**config.mk**
```make
export PLATFORM = sky130hd
export DESIGN_NAME = tilt_ball_physics_step_unit_flat
export DESIGN_NICKNAME = d
export VERILOG_FILES = /design/src/rtl/core/tbps_pkg.sv /design/src/rtl/core/tbps_if.sv /design/src/rtl/core/tbps_cfg_regs.sv /design/src/rtl/core/tbps_mul.sv /design/src/rtl/core/tilt_ball_physics_step_unit.sv /design/src/flat_wrapper.sv
export SDC_FILE = /design/constraint.sdc
export NUM_CORES = 2
export LEC_CHECK = 0
export BUFFER_PORTS_ARGS = -buffer_cell sky130_fd_sc_hd__buf_2
export CORE_MARGIN = 5
export CORE_UTILIZATION = 39
export CTS_BUF_LIST = sky130_fd_sc_hd__clkbuf_4 sky130_fd_sc_hd__clkbuf_8
export CTS_CLUSTER_SIZE = 8
export DETAILED_ROUTE_END_ITERATION = 6
export MAX_ROUTING_LAYER = met4
export SETUP_SLACK_MARGIN = 0.05
export SYNTH_ARGS = -nofsm -noshare
export SYNTH_HDL_FRONTEND = slang
export SYNTH_SLANG_ARGS = --single-unit
```
**constraint.sdc**
```tcl
create_clock -name clk -period 9.9 [get_ports clk]
set_input_delay 0.99 -clock clk [delete_from_list [all_inputs] [get_ports clk]]
set_output_delay 0.99 -clock clk [all_outputs]
set_load 0.005 [all_outputs]
```
**src/rtl/core/tbps_pkg.sv**
```systemverilog
`timescale 1ns / 1ps
// ----------------------------------------------------------------------------
// Tilt ball physics step: shared package
// Types, register map and fixed constants used across the block.
// ----------------------------------------------------------------------------
package tbps_pkg;

  // Configuration port geometry: four 32-bit registers at 4-byte spacing.
  localparam int CFG_ADDR_W = 4;
  localparam int CFG_DATA_W = 32;

  typedef enum logic [1:0] {
    REG_GRAVITY_GAIN = 2'd0,
    REG_RADIUS_PX    = 2'd1,
    REG_AREA_WIDTH   = 2'd2,
    REG_AREA_HEIGHT  = 2'd3
  } reg_idx_t;

  typedef struct packed {
    logic [15:0] gravity_gain;
    logic [9:0]  radius_px;
    logic [11:0] area_width;
    logic [11:0] area_height;
  } cfg_t;

  localparam logic [15:0] GAIN_RST   = 16'd1000;
  localparam logic [9:0]  RADIUS_RST = 10'd32;
  localparam logic [11:0] WIDTH_RST  = 12'd1366;
  localparam logic [11:0] HEIGHT_RST = 12'd768;

  // Shared multiplier operand and product widths.
  localparam int MUL_A_W = 34;
  localparam int MUL_B_W = 18;
  localparam int MUL_P_W = MUL_A_W + MUL_B_W;

  // One second in 100 ns ticks; at or beyond it the frame step saturates.
  localparam logic [62:0] TICKS_PER_SEC = 63'd10000000;
  // dt = floor(ticks * 2^16 / 10^7) = floor(ticks * 2^9 / 78125).
  // Estimate with floor(2^33 / 78125) scaled by 2^-24, then fix by one.
  localparam logic signed [MUL_B_W-1:0] DT_RECIP   = 18'sd109951;
  localparam logic signed [MUL_B_W-1:0] DT_DIVISOR = 18'sd78125;
  localparam logic [15:0]               DT_MAX     = 16'hFFFF;

  typedef enum logic [3:0] {
    ST_IDLE,
    ST_TICKS,
    ST_DT_MUL,
    ST_DT_CHK,
    ST_DT_FIX,
    ST_DV_GAIN,
    ST_DV_TIME,
    ST_SPEED,
    ST_DP_MUL,
    ST_PLACE,
    ST_CLAMP,
    ST_DONE
  } state_t;

endpackage

```
**src/rtl/core/tbps_if.sv**
```systemverilog
`timescale 1ns / 1ps
// ----------------------------------------------------------------------------
// Tilt ball physics step: channel interfaces
// Frame request channel and ball position result channel.
// ----------------------------------------------------------------------------
interface tbps_in_if;
  logic               valid;
  logic               ready;
  logic               reading_valid;
  logic [62:0]        frame_time;
  logic signed [15:0] tilt_x;
  logic signed [15:0] tilt_y;

  modport source (output valid, output reading_valid, output frame_time,
                  output tilt_x, output tilt_y, input ready);
  modport sink   (input valid, input reading_valid, input frame_time,
                  input tilt_x, input tilt_y, output ready);
endinterface

interface tbps_out_if;
  logic        valid;
  logic        ready;
  logic [11:0] center_x;
  logic [11:0] center_y;

  modport source (output valid, output center_x, output center_y, input ready);
  modport sink   (input valid, input center_x, input center_y, output ready);
endinterface

```
**src/rtl/core/tbps_cfg_regs.sv**
```systemverilog
`timescale 1ns / 1ps
// ----------------------------------------------------------------------------
// Tilt ball physics step: configuration registers
// APB-style register file holding gain, radius and play area size.
// ----------------------------------------------------------------------------
module tbps_cfg_regs (
  input  logic                            clk,
  input  logic                            rst_n,
  input  logic                            psel,
  input  logic                            penable,
  input  logic                            pwrite,
  input  logic [tbps_pkg::CFG_ADDR_W-1:0] paddr,
  input  logic [tbps_pkg::CFG_DATA_W-1:0] pwdata,
  output logic [tbps_pkg::CFG_DATA_W-1:0] prdata,
  output logic                            pready,
  output tbps_pkg::cfg_t                  cfg
);
  import tbps_pkg::*;

  cfg_t     cfg_r;
  reg_idx_t idx;
  logic     wr_en;

  assign pready = 1'b1;
  assign idx    = reg_idx_t'(paddr[CFG_ADDR_W-1:2]);
  assign wr_en  = psel && penable && pwrite && pready;
  assign cfg    = cfg_r;

  // Register writes on the access phase.
  always_ff @(posedge clk) begin
    if (!rst_n) begin
      cfg_r.gravity_gain <= GAIN_RST;
      cfg_r.radius_px    <= RADIUS_RST;
      cfg_r.area_width   <= WIDTH_RST;
      cfg_r.area_height  <= HEIGHT_RST;
    end else if (wr_en) begin
      unique case (idx)
        REG_GRAVITY_GAIN: cfg_r.gravity_gain <= pwdata[15:0];
        REG_RADIUS_PX:    cfg_r.radius_px    <= pwdata[9:0];
        REG_AREA_WIDTH:   cfg_r.area_width   <= pwdata[11:0];
        REG_AREA_HEIGHT:  cfg_r.area_height  <= pwdata[11:0];
        default: ;
      endcase
    end
  end

  // Read data, zero extended to the bus width.
  always_comb begin
    unique case (idx)
      REG_GRAVITY_GAIN: prdata = {16'd0, cfg_r.gravity_gain};
      REG_RADIUS_PX:    prdata = {22'd0, cfg_r.radius_px};
      REG_AREA_WIDTH:   prdata = {20'd0, cfg_r.area_width};
      REG_AREA_HEIGHT:  prdata = {20'd0, cfg_r.area_height};
      default:          prdata = '0;
    endcase
  end

endmodule

```
**src/rtl/core/tbps_mul.sv**
```systemverilog
`timescale 1ns / 1ps
// ----------------------------------------------------------------------------
// Tilt ball physics step: shared multiplier
// Signed multiplier with a registered product, reused for every product.
// ----------------------------------------------------------------------------
module tbps_mul (
  input  logic                                  clk,
  input  logic                                  en,
  input  logic signed [tbps_pkg::MUL_A_W-1:0]   op_a,
  input  logic signed [tbps_pkg::MUL_B_W-1:0]   op_b,
  output logic signed [tbps_pkg::MUL_P_W-1:0]   prod_r
);
  import tbps_pkg::*;

  logic signed [MUL_P_W-1:0] prod_nxt;

  assign prod_nxt = op_a * op_b;

  // Product register; holds its value while the unit is not used.
  always_ff @(posedge clk) begin
    if (en) begin
      prod_r <= prod_nxt;
    end
  end

endmodule

```
**src/rtl/core/tilt_ball_physics_step_unit.sv**
```systemverilog
`timescale 1ns / 1ps
// ----------------------------------------------------------------------------
// Tilt ball physics step unit
// One frame of a rolling ball driven by a two-axis tilt sensor: frame step
// from the timestamp, tilt smoothing, velocity and position integration in
// Q16.16, edge clamping and the pixel center of the ball.
// ----------------------------------------------------------------------------
//   Channel   Direction  Handshake          Contents
//   in_ch     in         valid/ready        reading_valid, frame_time, tilt
//   out_ch    out        valid/ready        center_x, center_y
//   cfg (APB) in         psel/penable       gain, radius, area width/height
//
// A frame with a reading, once accepted, forms the tick count, then the frame
// step (estimate, back multiply, correction), then per axis the gain and time
// products, speed, position product, position and clamp, and is published.
// The sequencer takes a request only in idle, so such requests never overlap;
// the single shared multiplier serves every product.
// A frame without a reading is accepted in idle and leaves no trace.
// The result sits in an output register, so the next request is accepted
// while it waits; a stalled result holds the sequencer in its last state.
// Reset is synchronous and clears the motion state and the timestamp.
// ----------------------------------------------------------------------------
module tilt_ball_physics_step_unit (
  input  logic                            clk,
  input  logic                            rst_n,
  tbps_in_if.sink                         in_ch,
  tbps_out_if.source                      out_ch,
  input  logic                            psel,
  input  logic                            penable,
  input  logic                            pwrite,
  input  logic [tbps_pkg::CFG_ADDR_W-1:0] paddr,
  input  logic [tbps_pkg::CFG_DATA_W-1:0] pwdata,
  output logic [tbps_pkg::CFG_DATA_W-1:0] prdata,
  output logic                            pready
);
  import tbps_pkg::*;

  // Saturate a wide signed sum to 32 bits.
  function automatic logic signed [31:0] sat32(input logic signed [34:0] v);
    logic signed [31:0] res;
    if (v[34:31] == 4'b0000 || v[34:31] == 4'b1111) begin
      res = v[31:0];
    end else if (v[34]) begin
      res = 32'sh8000_0000;
    end else begin
      res = 32'sh7FFF_FFFF;
    end
    return res;
  endfunction

  // Whole-pixel center from a Q16.16 position, clipped to 0..4095.
  function automatic logic [11:0] pixel_of(input logic signed [31:0] p);
    logic [11:0] res;
    if (p[31]) begin
      res = 12'd0;
    end else if (p[30:28] != 3'd0) begin
      res = 12'hFFF;
    end else begin
      res = p[27:16];
    end
    return res;
  endfunction

  cfg_t cfg;

  tbps_cfg_regs u_cfg (
    .clk     (clk),
    .rst_n   (rst_n),
    .psel    (psel),
    .penable (penable),
    .pwrite  (pwrite),
    .paddr   (paddr),
    .pwdata  (pwdata),
    .prdata  (prdata),
    .pready  (pready),
    .cfg     (cfg)
  );

  state_t state_r, state_nxt;

  // Motion state.
  logic [62:0]        last_time_r;
  logic signed [15:0] smooth_ax_r, smooth_ay_r;
  logic signed [31:0] speed_x_r, speed_y_r, place_x_r, place_y_r;
  logic               axis_r;
  logic               out_valid_r;

  // Per-request working registers.
  logic [62:0]        now_r;
  logic signed [15:0] tilt_x_r, tilt_y_r;
  logic [62:0]        ticks_r;
  logic [15:0]        dt_r;
  logic [11:0]        center_x_r, center_y_r;

  // Shared multiplier.
  logic                      mul_en;
  logic signed [MUL_A_W-1:0] op_a;
  logic signed [MUL_B_W-1:0] op_b;
  logic signed [MUL_P_W-1:0] prod_r;

  tbps_mul u_mul (
    .clk    (clk),
    .en     (mul_en),
    .op_a   (op_a),
    .op_b   (op_b),
    .prod_r (prod_r)
  );

  logic in_accept, out_free;

  assign in_ch.ready     = (state_r == ST_IDLE);
  assign in_accept       = in_ch.valid && in_ch.ready;
  assign out_free        = !out_valid_r || out_ch.ready;
  assign out_ch.valid    = out_valid_r;
  assign out_ch.center_x = center_x_r;
  assign out_ch.center_y = center_y_r;

  // Current axis selection.
  logic signed [15:0] smooth_cur;
  logic signed [31:0] speed_cur, place_cur;
  logic [11:0]        size_cur;

  assign smooth_cur = axis_r ? smooth_ay_r : smooth_ax_r;
  assign speed_cur  = axis_r ? speed_y_r   : speed_x_r;
  assign place_cur  = axis_r ? place_y_r   : place_x_r;
  assign size_cur   = axis_r ? cfg.area_height : cfg.area_width;

  // Tilt smoothing: Y is negated, then each axis averages with its history.
  logic signed [15:0] ay_in;
  logic signed [16:0] sum_x, sum_y;

  assign ay_in = (tilt_y_r == 16'sh8000) ? 16'sh7FFF : -tilt_y_r;
  assign sum_x = {smooth_ax_r[15], smooth_ax_r} + {tilt_x_r[15], tilt_x_r};
  assign sum_y = {smooth_ay_r[15], smooth_ay_r} + {ay_in[15], ay_in};

  // Frame step correction: remainder of ticks * 2^9 against estimate * 78125.
  logic        dt_sat;
  logic [33:0] dt_rem;
  logic [15:0] dt_fixed;

  assign dt_sat   = (ticks_r >= TICKS_PER_SEC);
  assign dt_rem   = {1'b0, ticks_r[23:0], 9'd0} - {1'b0, prod_r[32:0]};
  assign dt_fixed = dt_sat ? DT_MAX :
                    (dt_rem >= {16'd0, DT_DIVISOR}) ? dt_r + 16'd1 : dt_r;

  // Velocity update: dv = floor(gain * smooth * dt / 2^14).
  logic signed [34:0] speed_sum;
  assign speed_sum = {{3{speed_cur[31]}}, speed_cur} + {prod_r[47], prod_r[47:14]};

  // Position update: dp = floor(speed * dt / 2^16).
  logic signed [34:0] place_sum;
  assign place_sum = {{3{place_cur[31]}}, place_cur} + {{3{prod_r[47]}}, prod_r[47:16]};

  // Edge limits in Q16.16 and the clamp decision.
  logic signed [12:0] hi_px;
  logic signed [31:0] lo_lim, hi_lim, place_clamped;
  logic               hit_lo, hit_hi;

  assign hi_px   = $signed({1'b0, size_cur}) - $signed({3'b000, cfg.radius_px});
  assign lo_lim  = {6'd0, cfg.radius_px, 16'd0};
  assign hi_lim  = {{3{hi_px[12]}}, hi_px, 16'd0};
  assign hit_lo  = (place_cur < lo_lim);
  assign hit_hi  = hit_lo ? (lo_lim > hi_lim) : (place_cur > hi_lim);
  assign place_clamped = hit_hi ? hi_lim : (hit_lo ? lo_lim : place_cur);

  // Multiplier operand selection per step.
  always_comb begin
    mul_en = 1'b0;
    op_a   = '0;
    op_b   = '0;
    case (state_r)
      ST_DT_MUL: begin
        mul_en = 1'b1;
        op_a   = {10'd0, ticks_r[23:0]};
        op_b   = DT_RECIP;
      end
      ST_DT_CHK: begin
        mul_en = 1'b1;
        op_a   = {18'd0, prod_r[39:24]};
        op_b   = DT_DIVISOR;
      end
      ST_DV_GAIN: begin
        mul_en = 1'b1;
        op_a   = {18'd0, cfg.gravity_gain};
        op_b   = {{2{smooth_cur[15]}}, smooth_cur};
      end
      ST_DV_TIME: begin
        mul_en = 1'b1;
        op_a   = prod_r[MUL_A_W-1:0];
        op_b   = {2'b00, dt_r};
      end
      ST_DP_MUL: begin
        mul_en = 1'b1;
        op_a   = {{2{speed_cur[31]}}, speed_cur};
        op_b   = {2'b00, dt_r};
      end
      default: ;
    endcase
  end

  // Sequencer state register.
  always_ff @(posedge clk) begin
    if (!rst_n) begin
      state_r <= ST_IDLE;
    end else begin
      state_r <= state_nxt;
    end
  end

  // Sequencer next state.
  always_comb begin
    state_nxt = state_r;
    unique case (state_r)
      ST_IDLE:    if (in_accept && in_ch.reading_valid) state_nxt = ST_TICKS;
      ST_TICKS:   state_nxt = ST_DT_MUL;
      ST_DT_MUL:  state_nxt = ST_DT_CHK;
      ST_DT_CHK:  state_nxt = ST_DT_FIX;
      ST_DT_FIX:  state_nxt = ST_DV_GAIN;
      ST_DV_GAIN: state_nxt = ST_DV_TIME;
      ST_DV_TIME: state_nxt = ST_SPEED;
      ST_SPEED:   state_nxt = ST_DP_MUL;
      ST_DP_MUL:  state_nxt = ST_PLACE;
      ST_PLACE:   state_nxt = ST_CLAMP;
      ST_CLAMP:   state_nxt = axis_r ? ST_DONE : ST_DV_GAIN;
      ST_DONE:    if (out_free) state_nxt = ST_IDLE;
      default:    state_nxt = ST_IDLE;
    endcase
  end

  // Motion state and control registers.
  always_ff @(posedge clk) begin
    if (!rst_n) begin
      last_time_r <= '0;
      smooth_ax_r <= '0;
      smooth_ay_r <= '0;
      speed_x_r   <= '0;
      speed_y_r   <= '0;
      place_x_r   <= '0;
      place_y_r   <= '0;
      axis_r      <= 1'b0;
      out_valid_r <= 1'b0;
    end else begin
      // The result register fills when a result is published and empties on acceptance.
      if (state_r == ST_DONE && out_free) begin
        out_valid_r <= 1'b1;
      end else if (out_ch.ready) begin
        out_valid_r <= 1'b0;
      end
      case (state_r)
        ST_TICKS: begin
          last_time_r <= now_r;
          smooth_ax_r <= sum_x[16:1];
          smooth_ay_r <= sum_y[16:1];
          axis_r      <= 1'b0;
        end
        ST_SPEED: begin
          if (axis_r) speed_y_r <= sat32(speed_sum);
          else        speed_x_r <= sat32(speed_sum);
        end
        ST_PLACE: begin
          if (axis_r) place_y_r <= sat32(place_sum);
          else        place_x_r <= sat32(place_sum);
        end
        ST_CLAMP: begin
          if (axis_r) begin
            place_y_r <= place_clamped;
            if (hit_lo || hit_hi) speed_y_r <= '0;
          end else begin
            place_x_r <= place_clamped;
            if (hit_lo || hit_hi) speed_x_r <= '0;
          end
          axis_r <= 1'b1;
        end
        default: ;
      endcase
    end
  end

  // Working registers for the request in flight and the result payload.
  always_ff @(posedge clk) begin
    case (state_r)
      ST_IDLE: begin
        if (in_accept) begin
          now_r    <= in_ch.frame_time;
          tilt_x_r <= in_ch.tilt_x;
          tilt_y_r <= in_ch.tilt_y;
        end
      end
      ST_TICKS:  ticks_r <= now_r - last_time_r;
      ST_DT_CHK: dt_r    <= prod_r[39:24];
      ST_DT_FIX: dt_r    <= dt_fixed;
      ST_DONE: begin
        if (out_free) begin
          center_x_r <= pixel_of(place_x_r);
          center_y_r <= pixel_of(place_y_r);
        end
      end
      default: ;
    endcase
  end

endmodule
```
**src/flat_wrapper.sv**
```systemverilog
// flat-port wrapper written by rule: the top's interface ports become plain ports
module tilt_ball_physics_step_unit_flat import tbps_pkg::*;
  (clk, rst_n, psel, penable, pwrite, paddr, pwdata, prdata, pready, in_ch_valid, in_ch_reading_valid, in_ch_frame_time, in_ch_tilt_x, in_ch_tilt_y, in_ch_ready, out_ch_valid, out_ch_center_x, out_ch_center_y, out_ch_ready);
  tbps_in_if in_ch_i ();
  tbps_out_if out_ch_i ();
  input  logic clk;
  input  logic rst_n;
  input  logic psel;
  input  logic penable;
  input  logic pwrite;
  input  logic [tbps_pkg::CFG_ADDR_W-1:0] paddr;
  input  logic [tbps_pkg::CFG_DATA_W-1:0] pwdata;
  output logic [tbps_pkg::CFG_DATA_W-1:0] prdata;
  output logic pready;
  input wire logic [$bits(in_ch_i.valid)-1:0] in_ch_valid;
  input wire logic [$bits(in_ch_i.reading_valid)-1:0] in_ch_reading_valid;
  input wire logic [$bits(in_ch_i.frame_time)-1:0] in_ch_frame_time;
  input wire logic [$bits(in_ch_i.tilt_x)-1:0] in_ch_tilt_x;
  input wire logic [$bits(in_ch_i.tilt_y)-1:0] in_ch_tilt_y;
  output wire logic [$bits(in_ch_i.ready)-1:0] in_ch_ready;
  output wire logic [$bits(out_ch_i.valid)-1:0] out_ch_valid;
  output wire logic [$bits(out_ch_i.center_x)-1:0] out_ch_center_x;
  output wire logic [$bits(out_ch_i.center_y)-1:0] out_ch_center_y;
  input wire logic [$bits(out_ch_i.ready)-1:0] out_ch_ready;
  assign in_ch_i.valid = in_ch_valid;
  assign in_ch_i.reading_valid = in_ch_reading_valid;
  assign in_ch_i.frame_time = in_ch_frame_time;
  assign in_ch_i.tilt_x = in_ch_tilt_x;
  assign in_ch_i.tilt_y = in_ch_tilt_y;
  assign in_ch_ready = in_ch_i.ready;
  assign out_ch_valid = out_ch_i.valid;
  assign out_ch_center_x = out_ch_i.center_x;
  assign out_ch_center_y = out_ch_i.center_y;
  assign out_ch_i.ready = out_ch_ready;
  tilt_ball_physics_step_unit u_core (.clk(clk), .rst_n(rst_n), .in_ch(in_ch_i), .out_ch(out_ch_i), .psel(psel), .penable(penable), .pwrite(pwrite), .paddr(paddr), .pwdata(pwdata), .prdata(prdata), .pready(pready));
endmodule
```
* Word level (Yosys, flattened, before mapping)
Index checks and enable logic that the tools add are counted.
** Storage, ports and cells
- Logic and storage cells :: 140
- Output and inout port bits :: 59
- Flip-flop bits (word level) :: 525
- Input bits :: 139
** Operators by class
- Multiplexer cells :: 41
- Multipliers :: 1
- Eq/ne operators :: 27
- $add $sub $neg :: 9
- $lt $le $gt $ge :: 5
- Reduce and logical (&&, ||, !) cells :: 35
** Operators by type and width (number)
- $mux 32 :: 17
- $pmux 32 s2 :: 4
- $pmux 34 s5 :: 1
- $pmux 32 s4 :: 1
- $pmux 18 s4 :: 1
- $mux 16 :: 4
- $ge 63x24->1 const B :: 1
- $sub 63x63->63 :: 1
- $mul 34x18->48 :: 1
- $pmux 4 s12 :: 1
- $mux 12 :: 3
- $add 32x34->35 :: 1
- $add 16x16->17 :: 2
- $ge 34x17->1 const B :: 1
- $sub 33x33->34 :: 1
- $add 32x32->33 :: 1
- $gt 32x29->1 :: 1
- $lt 32x27->1 :: 1
- $pmux 16 s2 :: 1
- $gt 27x29->1 :: 1
- $eq 4x4->1 const B :: 6
- $add 16x1->16 const B :: 1
- $eq 16x16->1 const B :: 1
- $eq 4x3->1 const B :: 4
- 24 further kinds :: 61

* Depth between registers and ports, before layout
- Depth after elaboration :: 8
- Gate-level depth with buffers :: 33
- Gate-level depth less buffers :: 29

* By module
Synthesis repeated with hierarchy kept, for this count alone.
** Second synthesis, totals
- Cell total of the unflattened synthesis :: 5935
- Area total of the unflattened synthesis :: 53831.6 um^2
** Modules (own cells, without submodules)
- tilt_ball_physics_step_unit :: cells an instance 3213, area each 28496.1 um^2, times used 1
- tbps_mul :: cells an instance 2479, area each 22775.6 um^2, times used 1
- tbps_cfg_regs :: cells an instance 243, area each 2560.0 um^2, times used 1

* Worst setup path after synthesis
Ideal clock, no wire load.
- Path kind :: register -> register
- From :: reg u_core.axis_r
- To :: reg u_core.u_mul.prod_r[46] (netlist name) (data pin)
- Data arrival time :: 8.319 ns
- Library setup time :: 0.258 ns
- Path slack :: 1.323 ns
- Required time :: 9.642 ns
- Path buffers :: 5
- Stages on the path, launching flop included :: 30
- Cells stage by stage :: dfxtp_1 -> buf_6 -> buf_2 -> clkbuf_1 -> buf_2 -> mux2_2 -> a221oi_1 -> clkbuf_1 -> nor2_1 -> fa_1 -> inv_1 -> fa_1 -> fa_1 -> inv_1 -> fa_1 -> fa_1 -> inv_1 -> fa_1 -> inv_1 -> ha_1 -> a2111oi_0 -> o21ai_0 -> a211oi_2 -> o21a_1 -> o31ai_1 -> o41ai_1 -> o21ai_1 -> a221o_1 -> a21oi_1 -> xnor2_1
** Between the ends
- Word-level cells in the longest chain between the ends :: 3
- Elaborated cells between the ends (all ways) :: 5
- Those cells by class :: mul: 1; mux: 4
** Ends and longest elaborated chain
- from (decl) :: RTL line tilt_ball_physics_step_unit.sv:85 : logic axis_r;
- from (signal assigned) :: RTL line tilt_ball_physics_step_unit.sv:240 : axis_r <= 1'b0;
- from (signal assigned) :: RTL line tilt_ball_physics_step_unit.sv:254 : axis_r <= 1'b0;
- from (signal assigned) :: RTL line tilt_ball_physics_step_unit.sv:272 : axis_r <= 1'b1;
- $mux 32 / $mux 16 (equally long branches) :: RTL line tilt_ball_physics_step_unit.sv:124, tilt_ball_physics_step_unit.sv:123
- $pmux 34 s5 / $pmux 18 s4 (equally long branches) :: RTL line tilt_ball_physics_step_unit.sv:171 : case (state_r)
- $mul 34x18->48 * :: RTL line tbps_mul.sv:17 : assign prod_nxt = op_a * op_b;
- net u_core.u_mul.prod_nxt[46] :: RTL line tbps_mul.sv:15 : logic signed [MUL_P_W-1:0] prod_nxt;
- to (signal assigned) :: RTL line tbps_mul.sv:22 : prod_r <= prod_nxt;
- to (decl) :: RTL line tbps_mul.sv:11 : output logic signed [tbps_pkg::MUL_P_W-1:0] prod_r
Mark *: on every way through the listed nets, which the timed path passes. The rest lies on a longest branch.
A chain may end at the register's enable or synchronous reset.

* Worst setup path in the final report
- From :: reg u_core.state_r[0]
- To :: reg u_core.u_mul.prod_r[47] (netlist name) (data pin)
** Between the ends
- Word-level cells in the longest chain between the ends :: 4
- Elaborated cells between the ends (all ways) :: 9
- Those cells by class :: mul: 1; eq/ne: 5; mux: 2; reduce/logical: 1
** Ends and longest elaborated chain
- from (decl) :: RTL line tilt_ball_physics_step_unit.sv:79 : state_t state_r, state_nxt;
- from (signal assigned) :: RTL line tilt_ball_physics_step_unit.sv:206 : state_r <= state_nxt;
- $eq 4x3->1 / $eq 4x4->1 (equally long branches) :: RTL line tilt_ball_physics_step_unit.sv:171
- $reduce_or 2->1 (no line)
- $pmux 18 s4 :: RTL line tilt_ball_physics_step_unit.sv:171
- $mul 34x18->48 * :: RTL line tbps_mul.sv:17
- net u_core.u_mul.prod_nxt[47] :: RTL line tbps_mul.sv:15
Marked as above.

==> impl_metrics.tcl <==
set metrics [dict create \
    status "finished, final reports clean" \
    dr_total_vias 43680 \
    io_pins 198 \
    yosys.area.top_type "fa_1" \
    synthCells 6012 \
    fillers 13220 \
    hpwlAfterDp_um 132200 \
    cp.required_ns 10.42 \
    worstHoldPathCells 1 \
    placed_cell_area_mm2 0.05537 \
    wl_met3_um 14050 \
    syn-cell-area_mm2 0.05252 \
    cts_buffer_depth 3 \
    wire_per_inst_um 21.21 \
    viasPerCell 5.486 \
    worstMarginPinSlew_ns 1.097 \
    seq_area_frac_synth 0.2470 \
    path_class "flip-flop to flip-flop" \
    antenna_found_initial 3 \
    min_path_type "input port to flip-flop" \
    ant_nets 0 \
    met2WireLength_um 75200 \
    async_flop_share 0 \
    syn2layout_area_growth_pct 9.046 \
    cts.clk_slew.worst_paths_ns 0.07 \
    drt-total-wl_um 168900 \
    post_synth_num_cell_types 104 \
    cts_root_buf "clkbuf_8" \
    cts.repair.resized 0 \
    rr_worst_depth 27 \
    core_area_mm2 0.1336 \
    cts_buffers 88 \
    setup.worst_path.start_class "flip-flop" \
    cts_tree "done" \
    grt_max_degree 93 \
    ys_top_cells_by_area "fa_1 (21%), edfxtp_1 (14%), dfxtp_1 (11%), ha_1 (8.3%), nand2_1 (6.4%)" \
    synth-seq-cells 525 \
    die_h_um 377.0 \
    worst-r2r-setup-slack_ns 0.94 \
    wl_met1_um 70040 \
    grt_pass1_wl_um 259000 \
    ys.warnings.count 0 \
    critPathArrivalTime_ns 9.48 \
    drtIter0Drc 3688 \
    tns_ns 0 \
    reg2reg_to "u_core.u_mul.prod_r[47]$_DFFE_PP_" \
    timing.final.crit_share 0.9046 \
    synth-edff-count 246 \
    post-cts-setup-buffer-count 0 \
    fp.dieW_um 377.0 \
    first_pass_iters 7 \
    holdPathEnd "u_core.now_r[62]$_DFFE_PP_" \
    clock-sinks 525 \
    ff_latch_area_mm2 0.01298 \
    rsz0062_at_grt "false" \
    avgSynthCellArea_um2 8.736 \
    min-delay-start "in_ch_frame_time[62]" \
    cts-htree-levels 3 \
    hold_viol_final 0 \
    dominantRegCellSynth "dfxtp_1" \
    clock_skew_ns 0.03989 \
    gp_congestion 0.9462 \
    p_leak_nw 24.91 \
    gr-usage-all-layers 0.2428 \
    power_density_mw_per_mm2 91.46 \
    placementRows 134 \
    holdBufCountCts 0 \
    multi_input_area_mm2 0.03540 \
    fin_area_mm2 0.05727 \
    yosys.area.top_type_share 0.2127 \
    io_buffer_count 162 \
    clk-insertion-delay-late_ns 0.78 \
    grt_pass1_vias 43450 \
    irDropWorstVdd_mv 0.1027 \
    crit_fanout 16 \
    finalSetupViolations 0 \
    max_freq_mhz 111.7 \
    maxSlewViolCount 0 \
    reg2reg_from "u_core.state_r[0]$_SDFFE_PN0P_" \
    grt-ovfl-total 0 \
    slew-limit-headroom 0.2612 \
    drc_errors 0 \
    maxCapViolations 0 \
    min_period_ns 8.956 \
    initial_core_util 0.3930 \
    setup.worst_path.end_class "flip-flop" \
    dr.max_layer_used "met4" \
    die_area_mm2 0.1421 \
    fin_nets 7160 \
    drive_gt1_frac 0.09294 \
]
flip-flops by register name (all words and copies together) (netlist names):
signal / flops
u_core.last_time_r: 63
u_core.now_r: 63
u_core.ticks_r: 63
u_core.u_cfg.cfg: 50
u_core.u_mul.prod_r: 48
u_core.place_x_r: 32
u_core.place_y_r: 32
u_core.speed_x_r: 32
u_core.speed_y_r: 32
u_core.dt_r: 16
u_core.smooth_ax_r: 16
u_core.smooth_ay_r: 16
u_core.tilt_x_r: 16
u_core.tilt_y_r: 16
u_core.out_ch.center_x: 12
u_core.out_ch.center_y: 12
u_core.state_r: 4
u_core.axis_r: 1
u_core.out_ch.valid: 1
report_power, final:
| part | switching, W | leakage (nW) | internal (W) |
|---|---|---|---|
| Combinational | 0.000439 | 19.3 | 0.000266 |
| Sequential | 0.0000732 | 4.58 | 0.00236 |
| Clock | 0.000966 | 1.01 | 0.00114 |
| Total | 0.00148 | 24.9 | 0.00376 |
placed cells by master (no fill, tap or decap), types with 17 or more instances in the layout:
cell / instances
nand2_1: 899
inv_1: 859
fa_1: 558
nor2_1: 474
a21oi_1: 410
ha_1: 350
dfxtp_1: 278
edfxtp_1: 246
o21ai_0: 187
buf_2: 162
xnor2_1: 147
nand3_1: 129
a21o_1: 105
clkbuf_8: 101
buf_4: 91
mux2_2: 84
xor2_1: 78
o211ai_1: 75
and2_1: 55
nor3_1: 55
nand4_1: 50
o21a_1: 49
nand2b_1: 45
and3_1: 41
mux2i_1: 38
clkbuf_4: 38
nor2b_1: 37
nor4_1: 34
a22oi_1: 32
a211oi_1: 32
a31oi_1: 27
conb_1: 24
a221o_1: 23
and4_1: 20
a21boi_0: 20
o21bai_1: 20
o31ai_1: 17
cell type report:
class                           count  share of cell area
Timing Repair Buffer              255             0.02679
Antenna cell                        6           0.0002622
Inverter                          863             0.05670
Multi-Input combinational cell   4380              0.6181
Sequential cell                   525              0.2266
Clock buffer                      139             0.02925
Tap cell                         1768             0.03863
Clock inverter                     25            0.003670
cells by family after synthesis:
kind of cell | Yosys count | synth area share
compound gates | 1165 | 0.1437
xor+xnor | 227 | 0.03814
fa+ha+maj | 908 | 0.2961
buf+inv | 1129 | 0.08269
flops | 525 | 0.2470
mux | 133 | 0.02976
other cells | 2 | 0.0001430
simple gates | 1923 | 0.1624
stage by stage:
stage          setup slack [ns]  instances  power [W]  hold WS [ns]  utilization
2_1_floorplan             1.323       6034   0.002941        0.4269            -
3_3_place_gp              1.051       7791   0.003164        0.4386       0.4144
3_5_place_dp              1.019       7791   0.003172        0.4465       0.4144
4_1_cts                   1.034       7955   0.005283        0.3112       0.4285
5_1_grt                  0.4608       7958   0.005469        0.3319       0.4285
6_report                 0.9441       7961   0.005238        0.3836       0.4286
critical path, cell delays in order, from the launching register on:
cell      delay (ns)
dfxtp_1         0.53
buf_4           0.27
nor4bb_4        0.07
or2_1           0.48
a221oi_2        0.75
buf_4           0.39
nor2_1          0.10
fa_1            0.53
inv_1           0.06
fa_1            0.50
fa_1            0.51
inv_1           0.05
fa_1            0.55
fa_1            0.58
inv_1           0.06
fa_1            0.52
inv_1           0.04
ha_1            0.34
nand3_1         0.10
nor2_1          0.20
inv_1           0.12
a211oi_1        0.38
o311ai_1        0.19
buf_4           0.22
a311oi_1        0.58
a31oi_1         0.28
mux2i_1         0.20
nand4_1         0.10
worst max-delay path by stage:
| stage | depth (start not counted) | slack (ns) | to | start |
|---|---|---|---|---|
| floorplan | 29 | 1.32 | u_core.u_mul.prod_r[46]$_DFFE_PP_ | u_core.axis_r$_SDFFE_PN0P_ |
| global placement | 27 | 1.05 | u_core.u_mul.prod_r[46]$_DFFE_PP_ | u_core.state_r[3]$_SDFFE_PN0P_ |
| detailed placement | 27 | 1.02 | u_core.u_mul.prod_r[46]$_DFFE_PP_ | u_core.state_r[3]$_SDFFE_PN0P_ |
| CTS | 27 | 1.03 | u_core.u_mul.prod_r[46]$_DFFE_PP_ | u_core.state_r[3]$_SDFFE_PN0P_ |
| global route | 27 | 0.46 | u_core.u_mul.prod_r[47]$_DFFE_PP_ | u_core.state_r[3]$_SDFFE_PN0P_ |
| finish | 27 | 0.94 | u_core.u_mul.prod_r[47]$_DFFE_PP_ | u_core.state_r[0]$_SDFFE_PN0P_ |
metal layers:
metal | global-route usage | up-vias
li1 | - | 20230
met3 | 0.04797 | 399
met5 | - | -
met4 | 0.1146 | 0
met2 | 0.3717 | 1618
met1 | 0.3105 | 21430
synthesized netlist by cell type (129+ instances only):
| cell type | count |
|---|---|
| nand2_1 | 900 |
| inv_1 | 859 |
| fa_1 | 558 |
| nor2_1 | 475 |
| a21oi_1 | 410 |
| ha_1 | 350 |
| dfxtp_1 | 279 |
| edfxtp_1 | 246 |
| clkbuf_1 | 213 |
| o21ai_0 | 187 |
| xnor2_1 | 147 |
| nand3_1 | 129 |
(Power assumes the default switching activity.)
